`src/rtl/core/rpbs_pkg.sv`:
```
package rpbs_pkg;

   localparam int CsrIndexW    = 8;
   localparam int CsrDataW     = 13;
   localparam int MinInkW      = 13;
   localparam int MaxGapW      = 8;
   localparam int GapW         = 9;
   localparam int RowOutW      = 12;
   localparam int HeightW      = 13;

   localparam logic [CsrIndexW-1:0] CSR_MIN_ROW_INK  = CsrIndexW'(0);
   localparam logic [CsrIndexW-1:0] CSR_MAX_GAP_ROWS = CsrIndexW'(1);

   localparam logic [MinInkW-1:0] MIN_ROW_INK_RESET  = MinInkW'(12);
   localparam logic [MaxGapW-1:0] MAX_GAP_ROWS_RESET = MaxGapW'(4);
   localparam logic [GapW-1:0]    GAP_SAT            = GapW'(511);

endpackage

```
`src/rtl/core/row_profile_band_segmenter_top.sv`:
```
// Channel  | Ports                                               | Beat
// ---------+-----------------------------------------------------+-----------------------
// req      | req_valid req_ready req_ink_bit req_row_end         | one pixel, raster order
//          | req_frame_end                                       |
// rsp      | rsp_valid rsp_ready rsp_first_row rsp_last_row      | one closed band
//          | rsp_height_rows                                     |
// csr      | csr_valid csr_ready csr_index csr_wdata             | one register write
//
// One pixel per clock while req_ready: row tally, band state and result update on accept.
// A band result is loaded into the rsp output register at its pixel beat, valid next cycle.
// req_ready is low only while rsp holds a result and rsp_ready is low.
// Synchronous active-high reset clears all but rsp data and loads the register defaults.
// csr_ready is always high.
module row_profile_band_segmenter_top #(
   parameter int MAX_ROWS = 4096,
   parameter int MAX_COLS = 4096
) (
   input  logic                                 clock,
   input  logic                                 reset,
   input  logic                                 req_valid,
   output logic                                 req_ready,
   input  logic                                 req_ink_bit,
   input  logic                                 req_row_end,
   input  logic                                 req_frame_end,
   output logic                                 rsp_valid,
   input  logic                                 rsp_ready,
   output logic [rpbs_pkg::RowOutW-1:0]         rsp_first_row,
   output logic [rpbs_pkg::RowOutW-1:0]         rsp_last_row,
   output logic [rpbs_pkg::HeightW-1:0]         rsp_height_rows,
   input  logic                                 csr_valid,
   output logic                                 csr_ready,
   input  logic [rpbs_pkg::CsrIndexW-1:0]       csr_index,
   input  logic [rpbs_pkg::CsrDataW-1:0]        csr_wdata
);

   localparam int RowW   = $clog2(MAX_ROWS);
   localparam int TallyW = $clog2(MAX_COLS + 1);
   localparam int CmpW   = (TallyW > rpbs_pkg::MinInkW) ? TallyW : rpbs_pkg::MinInkW;
   localparam int ExtW   = (RowW > rpbs_pkg::RowOutW) ? RowW : rpbs_pkg::RowOutW;

   localparam logic [TallyW-1:0] TallyMax = TallyW'(MAX_COLS);
   localparam logic [RowW-1:0]   RowLast  = RowW'(MAX_ROWS - 1);

   logic [rpbs_pkg::MinInkW-1:0] min_row_ink_ff, min_row_ink_in;
   logic [rpbs_pkg::MaxGapW-1:0] max_gap_rows_ff, max_gap_rows_in;

   logic [TallyW-1:0]         pixel_tally_ff, pixel_tally_in;
   logic [RowW-1:0]           row_number_ff, row_number_in;
   logic                      band_open_ff, band_open_in;
   logic [RowW-1:0]           open_start_ff, open_start_in;
   logic [RowW-1:0]           open_stop_ff, open_stop_in;
   logic [rpbs_pkg::GapW-1:0] gap_tally_ff, gap_tally_in;

   logic                            rsp_valid_ff, rsp_valid_in;
   logic [rpbs_pkg::RowOutW-1:0]    first_row_ff, first_row_in;
   logic [rpbs_pkg::RowOutW-1:0]    last_row_ff, last_row_in;
   logic [rpbs_pkg::HeightW-1:0]    height_ff, height_in;

   logic                      req_fire;
   logic                      row_done;
   logic [TallyW-1:0]         tally_now;
   logic                      row_hit;
   logic [rpbs_pkg::GapW-1:0] gap_inc;
   logic                      gap_close;
   logic                      open_after_row;
   logic                      frame_close;
   logic                      emit;
   logic [RowW-1:0]           emit_start;
   logic [RowW-1:0]           emit_stop;
   logic [ExtW-1:0]           start_ext;
   logic [ExtW-1:0]           stop_ext;

   assign req_ready = !rsp_valid_ff || rsp_ready;
   assign req_fire  = req_valid && req_ready;
   assign csr_ready = 1'b1;

   assign rsp_valid       = rsp_valid_ff;
   assign rsp_first_row   = first_row_ff;
   assign rsp_last_row    = last_row_ff;
   assign rsp_height_rows = height_ff;

   always_comb begin
      min_row_ink_in  = min_row_ink_ff;
      max_gap_rows_in = max_gap_rows_ff;
      if (csr_valid && csr_ready) begin
         case (csr_index)
            rpbs_pkg::CSR_MIN_ROW_INK: begin
               min_row_ink_in = csr_wdata[rpbs_pkg::MinInkW-1:0];
            end
            rpbs_pkg::CSR_MAX_GAP_ROWS: begin
               max_gap_rows_in = csr_wdata[rpbs_pkg::MaxGapW-1:0];
            end
            default: begin
            end
         endcase
      end
   end

   always_comb begin
      row_done  = req_row_end || req_frame_end;
      tally_now = (req_ink_bit && (pixel_tally_ff < TallyMax))
                ? pixel_tally_ff + TallyW'(1) : pixel_tally_ff;
      row_hit   = CmpW'(tally_now) >= CmpW'(min_row_ink_ff);
      gap_inc   = (gap_tally_ff < rpbs_pkg::GAP_SAT)
                ? gap_tally_ff + rpbs_pkg::GapW'(1) : gap_tally_ff;
      gap_close = row_done && !row_hit && band_open_ff
               && (gap_inc > rpbs_pkg::GapW'(max_gap_rows_ff));
      open_after_row = band_open_ff || (row_done && row_hit);
      frame_close    = req_frame_end && !gap_close && open_after_row;
      emit           = gap_close || frame_close;

      if (row_done && row_hit) begin
         emit_start = band_open_ff ? open_start_ff : row_number_ff;
         emit_stop  = row_number_ff;
      end else begin
         emit_start = open_start_ff;
         emit_stop  = open_stop_ff;
      end
      start_ext = ExtW'(emit_start);
      stop_ext  = ExtW'(emit_stop);
   end

   always_comb begin
      pixel_tally_in = pixel_tally_ff;
      row_number_in  = row_number_ff;
      band_open_in   = band_open_ff;
      open_start_in  = open_start_ff;
      open_stop_in   = open_stop_ff;
      gap_tally_in   = gap_tally_ff;
      if (req_fire) begin
         pixel_tally_in = tally_now;
         if (row_done) begin
            pixel_tally_in = '0;
            if (row_number_ff < RowLast) begin
               row_number_in = row_number_ff + RowW'(1);
            end
            if (row_hit) begin
               band_open_in  = 1'b1;
               open_start_in = emit_start;
               open_stop_in  = emit_stop;
               gap_tally_in  = '0;
            end else if (band_open_ff) begin
               gap_tally_in = gap_inc;
               if (gap_close) begin
                  band_open_in = 1'b0;
                  gap_tally_in = '0;
               end
            end
         end
         if (req_frame_end) begin
            pixel_tally_in = '0;
            row_number_in  = '0;
            band_open_in   = 1'b0;
            open_start_in  = '0;
            open_stop_in   = '0;
            gap_tally_in   = '0;
         end
      end
   end

   always_comb begin
      rsp_valid_in = rsp_valid_ff && !rsp_ready;
      first_row_in = first_row_ff;
      last_row_in  = last_row_ff;
      height_in    = height_ff;
      if (req_fire && emit) begin
         rsp_valid_in = 1'b1;
         first_row_in = start_ext[rpbs_pkg::RowOutW-1:0];
         last_row_in  = stop_ext[rpbs_pkg::RowOutW-1:0];
         height_in    = {1'b0, stop_ext[rpbs_pkg::RowOutW-1:0]}
                      - {1'b0, start_ext[rpbs_pkg::RowOutW-1:0]}
                      + rpbs_pkg::HeightW'(1);
      end
   end

   always_ff @(posedge clock) begin
      if (reset) begin
         min_row_ink_ff  <= rpbs_pkg::MIN_ROW_INK_RESET;
         max_gap_rows_ff <= rpbs_pkg::MAX_GAP_ROWS_RESET;
         pixel_tally_ff  <= '0;
         row_number_ff   <= '0;
         band_open_ff    <= 1'b0;
         open_start_ff   <= '0;
         open_stop_ff    <= '0;
         gap_tally_ff    <= '0;
         rsp_valid_ff    <= 1'b0;
      end else begin
         min_row_ink_ff  <= min_row_ink_in;
         max_gap_rows_ff <= max_gap_rows_in;
         pixel_tally_ff  <= pixel_tally_in;
         row_number_ff   <= row_number_in;
         band_open_ff    <= band_open_in;
         open_start_ff   <= open_start_in;
         open_stop_ff    <= open_stop_in;
         gap_tally_ff    <= gap_tally_in;
         rsp_valid_ff    <= rsp_valid_in;
      end
   end

   always_ff @(posedge clock) begin
      first_row_ff <= first_row_in;
      last_row_ff  <= last_row_in;
      height_ff    <= height_in;
   end

`ifndef ASSERT_OFF
   a_gap_clear_when_closed: assert property (@(posedge clock) disable iff (reset)
      !band_open_ff |-> gap_tally_ff == '0)
      else $error("gap tally nonzero with no open band");

   a_band_order: assert property (@(posedge clock) disable iff (reset)
      band_open_ff |-> (open_start_ff <= open_stop_ff) && (open_stop_ff <= row_number_ff))
      else $error("open band rows out of order");

   a_tally_bound: assert property (@(posedge clock) disable iff (reset)
      pixel_tally_ff <= TallyMax)
      else $error("pixel tally beyond column limit");

   a_frame_clears: assert property (@(posedge clock) disable iff (reset)
      req_fire && req_frame_end |=> row_number_ff == '0 && !band_open_ff
                                    && pixel_tally_ff == '0)
      else $error("frame end did not clear band state");

   a_emit_loads_rsp: assert property (@(posedge clock) disable iff (reset)
      req_fire && emit |=> rsp_valid_ff)
      else $error("band result lost");
`endif

endmodule
```
`config.mk`:
```
export PLATFORM = sky130hd
export DESIGN_NAME = row_profile_band_segmenter_top
export DESIGN_NICKNAME = d
export VERILOG_FILES = /design/src/rtl/core/rpbs_pkg.sv /design/src/rtl/core/row_profile_band_segmenter_top.sv
export SDC_FILE = /design/constraint.sdc
export NUM_CORES = 1
export LEC_CHECK = 0
export ABC_CLOCK_PERIOD_IN_PS = 8220
export BUFFER_PORTS_ARGS = -buffer_cell sky130_fd_sc_hd__buf_2
export CAP_MARGIN = 15
export CORE_ASPECT_RATIO = 0.5
export CORE_MARGIN = 1.5
export CORE_UTILIZATION = 55
export DETAILED_ROUTE_END_ITERATION = 12
export HOLD_SLACK_MARGIN = 0.05
export PLACE_DENSITY_LB_ADDON = 0.08
export SLEW_MARGIN = 15
export SYNTH_ARGS = -nofsm -noshare
export SYNTH_HDL_FRONTEND = slang
export SYNTH_SLANG_ARGS = --single-unit
```
`constraint.sdc`:
```
create_clock -name clock -period 8.22 [get_ports clock]
set_input_delay 0.411 -clock clock [delete_from_list [all_inputs] [get_ports clock]]
set_output_delay 0.411 -clock clock [all_outputs]
set_load 0.1 [all_outputs]
```
==> results.md <==
- Outcome: completed
- Design Power: 1440 uW
- Growth of design area from synthesis to finish: 16.0%
- Setup violation total in the final timing report: 0
- Worst reg2reg path endpoint: rsp_height_rows[11]
- Required time at the worst-slack endpoint: 8.36 ns
- Worst hold path cell count: 2
- Final worst path period need: 5.57 ns
- GPL Wtd Cong: 0.864
- Fin util: 0.665
- Max Root-Sink Buffers: 2
- Detailed placer's ending HPWL: 9310 um
- Ratio of total power to cell area: 195 nW/um^2
- Period utilisation layout: 0.678
- Most frequent standard cell in the layout excluding fill and tap cells: sky130_fd_sc_hd__dfxtp_1
- Full die area: 12300 um^2
- Pin slew with the least headroom to its limit: 1.05 ns
- Post-Syn Area per Cell: 9.81 um^2
- Post-route setup TNS: 0 ns
- Hold WS: 0.232 ns
- Area of the core: 11100 um^2
- Share of synthesized registers carrying an async set or reset: 0
- Sequential fraction of the synthesis area: 0.428
- Sink count of the clock tree: 118
- Initial Util: 0.573
- Maximum net fanout on the critical path: 12
- Met3 global-route usage: 0.0557
- Peak Freq: 179 MHz
- Commonest cells after routing, fill and taps aside: 81 x sky130_fd_sc_hd__dfxtp_1, 70 x sky130_fd_sc_hd__nor2_1, 67 x sky130_fd_sc_hd__buf_2
- Critical Path End Type: flip-flop
- Area after detailed placement: 6760 um^2
- Wirelength per Cell: 16.1 um
- Endpoint with the worst hold slack: min_row_ink_ff[3]
- CP max stage delay: 0.45 ns
- Cell count after synthesis: 651
- Layout fillers: 881
- Largest vdd supply drop: 0.142 mV
- Routed Wire Length: 13900 um
- Root buf cell: sky130_fd_sc_hd__clkbuf_16
- Synth Warn #: 0
- CP arrival: 5.71 ns
- Worst-path cell chain: ha_1 -> and3b_1 -> and4_2 -> and3_1 -> xor2_1 -> ha_1 -> nand4_1 -> inv_1 -> a221oi_2 -> o21a_2 -> nor2_2 -> mux2_2 -> ha_1 -> ha_1 -> fa_1 -> a21o_1 -> a21oi_1 -> o21ai_0 -> or4_1 -> nand2_1 -> o311ai_0
- Library cell appearing most often on the critical path: sky130_fd_sc_hd__ha_1
- H-tree levels: 4
- Syn Std Cell Area: 6390 um^2
- Startpoint kind of the worst setup timing path: flip-flop
- Final slew viol count: 0
- Vert. Die Dim: 79.2 um
- Worst rel slew slack: 0.298
- Top cell type by total area after synthesis: sky130_fd_sc_hd__dfxtp_1
- Share of final-layout standard cells stronger than drive strength 1: 0.192
- Class of the most critical hold timing path: in2reg
- Number of port buffers: 67
- RSZ-0062 raised after global routing: false
- Count of unique library cells instantiated by Yosys: 71
- Number of global-route vias before repair: 4648
- Largest net degree at the start of global routing: 44
- Clock Skews: 0.0108 ns
- Number of buffers added by the clock tree synthesis step: 17
- Overall via count from detail_route: 5033
- # diodes: 0
- Initial DRT Pass Iterations: 5
- Clock latency on the worst-skew pair: 0.41 ns
- Ys flop type: sky130_fd_sc_hd__dfxtp_1
- Worst Reg-to-Reg Cells: 21
- Hold-fix buffer count after cts: 0
- Cell leakage power: 0.00315 uW
- Number of synthesized flops with an enable pin: 37
- Number of nets still failing antenna checks after routing: 0
- Global-route congestion overflow total: 0
- Startpoint of the most critical register-to-register path: pixel_tally_ff[0]
- Worst hold start: csr_wdata[3]
- Clock input transition at the sequential cells of the worst setup and hold paths: 0.06 ns
- Violation count after the first detailed-routing iteration: 288
- First-pass GRT wire length: 23000 um
- Number of nets in the finished design: 777
- Final Cell Area: 7410 um^2
- CTS tree: yes
- Met2 Track Usage GR: 0.374
- Total global-route track usage: 0.239
- PostCTS Resize Cnt: 0
- Top-area cell type share of the netlist area: 0.254
- Routing usage on met1: 0.327
- Reg-to-reg slack, setup: 2.65 ns
- Via-per-instance ratio: 5.83
- Number of primary I/O pins: 69
- Number of nets produced by synthesis: 722
- Row count: 27
- Maxcap violations: 0
- GR peak layer: met2
- Post-synthesis register bit count: 118
- Slowest library cell on the worst path: sky130_fd_sc_hd__or4_1
- Final routed DRC violation total: 0
- Buffers inserted by post-CTS timing repair: 0
- Crit Path Class: reg2reg
- Number of antenna violations at the first check in global routing: 0
- Cell types occupying the most area after synthesis: sky130_fd_sc_hd__dfxtp_1 25%, sky130_fd_sc_hd__edfxtp_1 17%, sky130_fd_sc_hd__ha_1 8.0%
- Die width: 155 um
- Hold violation count in the final report: 0
==> kinds of logic after synthesis <==
family	synth area share
and+or+nand+nor	0.152
AOI/OAI and AO/OA	0.161
DFF	0.428
buffers and inverters	0.0474
muxes	0.0745
adders and majority gates	0.0835
xor gates and xnor gates	0.0535
other	0.000587
==> where the power goes <==
group | total (uW) | switching (uW) | internal (uW)
Sequential | 599 | 1.47 | 598
Clock | 810 | 283 | 528
Combinational | 34.3 | 23.9 | 10.4
==> metrics by stage <==
step,std cells,worst slack (ns)
CTS,864,2.67
global placement,832,2.85
global route,864,2.30
finish,864,2.65
detailed placement,832,2.68
floorplan,651,2.53
==> cell usage after synthesis (3+ instances only) <==
master / n
sky130_fd_sc_hd__a211o_1: 3
sky130_fd_sc_hd__nor3_1: 11
sky130_fd_sc_hd__a21o_1: 6
sky130_fd_sc_hd__mux2_1: 4
sky130_fd_sc_hd__inv_1: 30
sky130_fd_sc_hd__a31oi_1: 5
sky130_fd_sc_hd__a22o_1: 29
sky130_fd_sc_hd__a211oi_1: 3
sky130_fd_sc_hd__nand2_1: 30
sky130_fd_sc_hd__nand2b_1: 4
sky130_fd_sc_hd__and3_1: 4
sky130_fd_sc_hd__dfxtp_1: 81
sky130_fd_sc_hd__nand4_1: 11
sky130_fd_sc_hd__ha_1: 41
sky130_fd_sc_hd__nand3b_1: 6
sky130_fd_sc_hd__nor2_1: 70
sky130_fd_sc_hd__clkbuf_1: 18
sky130_fd_sc_hd__nor2b_1: 3
sky130_fd_sc_hd__a2111oi_0: 3
sky130_fd_sc_hd__xnor2_1: 19
sky130_fd_sc_hd__nand3_1: 22
sky130_fd_sc_hd__mux2i_1: 25
sky130_fd_sc_hd__a22oi_1: 12
sky130_fd_sc_hd__mux2_2: 16
sky130_fd_sc_hd__or3_1: 4
sky130_fd_sc_hd__edfxtp_1: 37
sky130_fd_sc_hd__or4_1: 4
sky130_fd_sc_hd__buf_2: 12
sky130_fd_sc_hd__buf_4: 4
sky130_fd_sc_hd__xor2_1: 20
sky130_fd_sc_hd__o21ai_0: 30
sky130_fd_sc_hd__a21oi_1: 33
==> final cells by class <==
| cell class | instances | area, um^2 | area share |
|---|---|---|---|
| flip-flops and latches | 118 | 2730 | 0.369 |
| multi-input cells | 466 | 3360 | 0.453 |
| clock buffers | 19 | 453 | 0.0611 |
| repair buffers | 73 | 380 | 0.0513 |
| inverters | 30 | 113 | 0.0152 |
| well taps | 145 | 181 | 0.0245 |
| clock inverters | 13 | 195 | 0.0263 |
==> per-layer routing <==
metal / up-vias / wire length [um] / part of all wire
li1: 2486 / - / -
met1: 2391 / 6830 / 0.49
met2: 144 / 6160 / 0.44
met3: 12 / 777 / 0.056
met4: 0 / 100 / 0.0072
met5: - / 0 / 0
==> worst max path at each step <==
| stage | start | slack [ns] | to |
|---|---|---|---|
| CTS | pixel_tally_ff[0] | 2.67 | rsp_height_rows[11] |
| finish | pixel_tally_ff[0] | 2.65 | rsp_height_rows[11] |
| global route | pixel_tally_ff[0] | 2.30 | rsp_height_rows[11] |
| floorplan | pixel_tally_ff[0] | 2.53 | rsp_first_row[0] |
| global placement | pixel_tally_ff[0] | 2.85 | rsp_height_rows[11] |
| detailed placement | pixel_tally_ff[0] | 2.68 | rsp_height_rows[11] |
==> worst max-delay path, delay by kind of cell, from the launching register on <==
kind / cells / cell delay, ns
and+or+nand+nor: 7 / 1.69
xor gates and xnor gates: 1 / 0.16
adders and majority gates: 5 / 1.30
AOI/OAI and AO/OA: 6 / 1.36
buffers and inverters: 1 / 0.07
muxes: 1 / 0.34
DFF: 1 / 0.40
==> flip-flops by register name (all words and copies together) (netlist names), 9 cells and up <==
register / count
row_number_ff: 12
rsp_height_rows: 13
rsp_first_row: 12
rsp_last_row: 12
open_stop_ff: 12
min_row_ink_ff: 13
gap_tally_ff: 9
open_start_ff: 12
pixel_tally_ff: 13
Note: power is estimated with default switching activity, not from simulation.
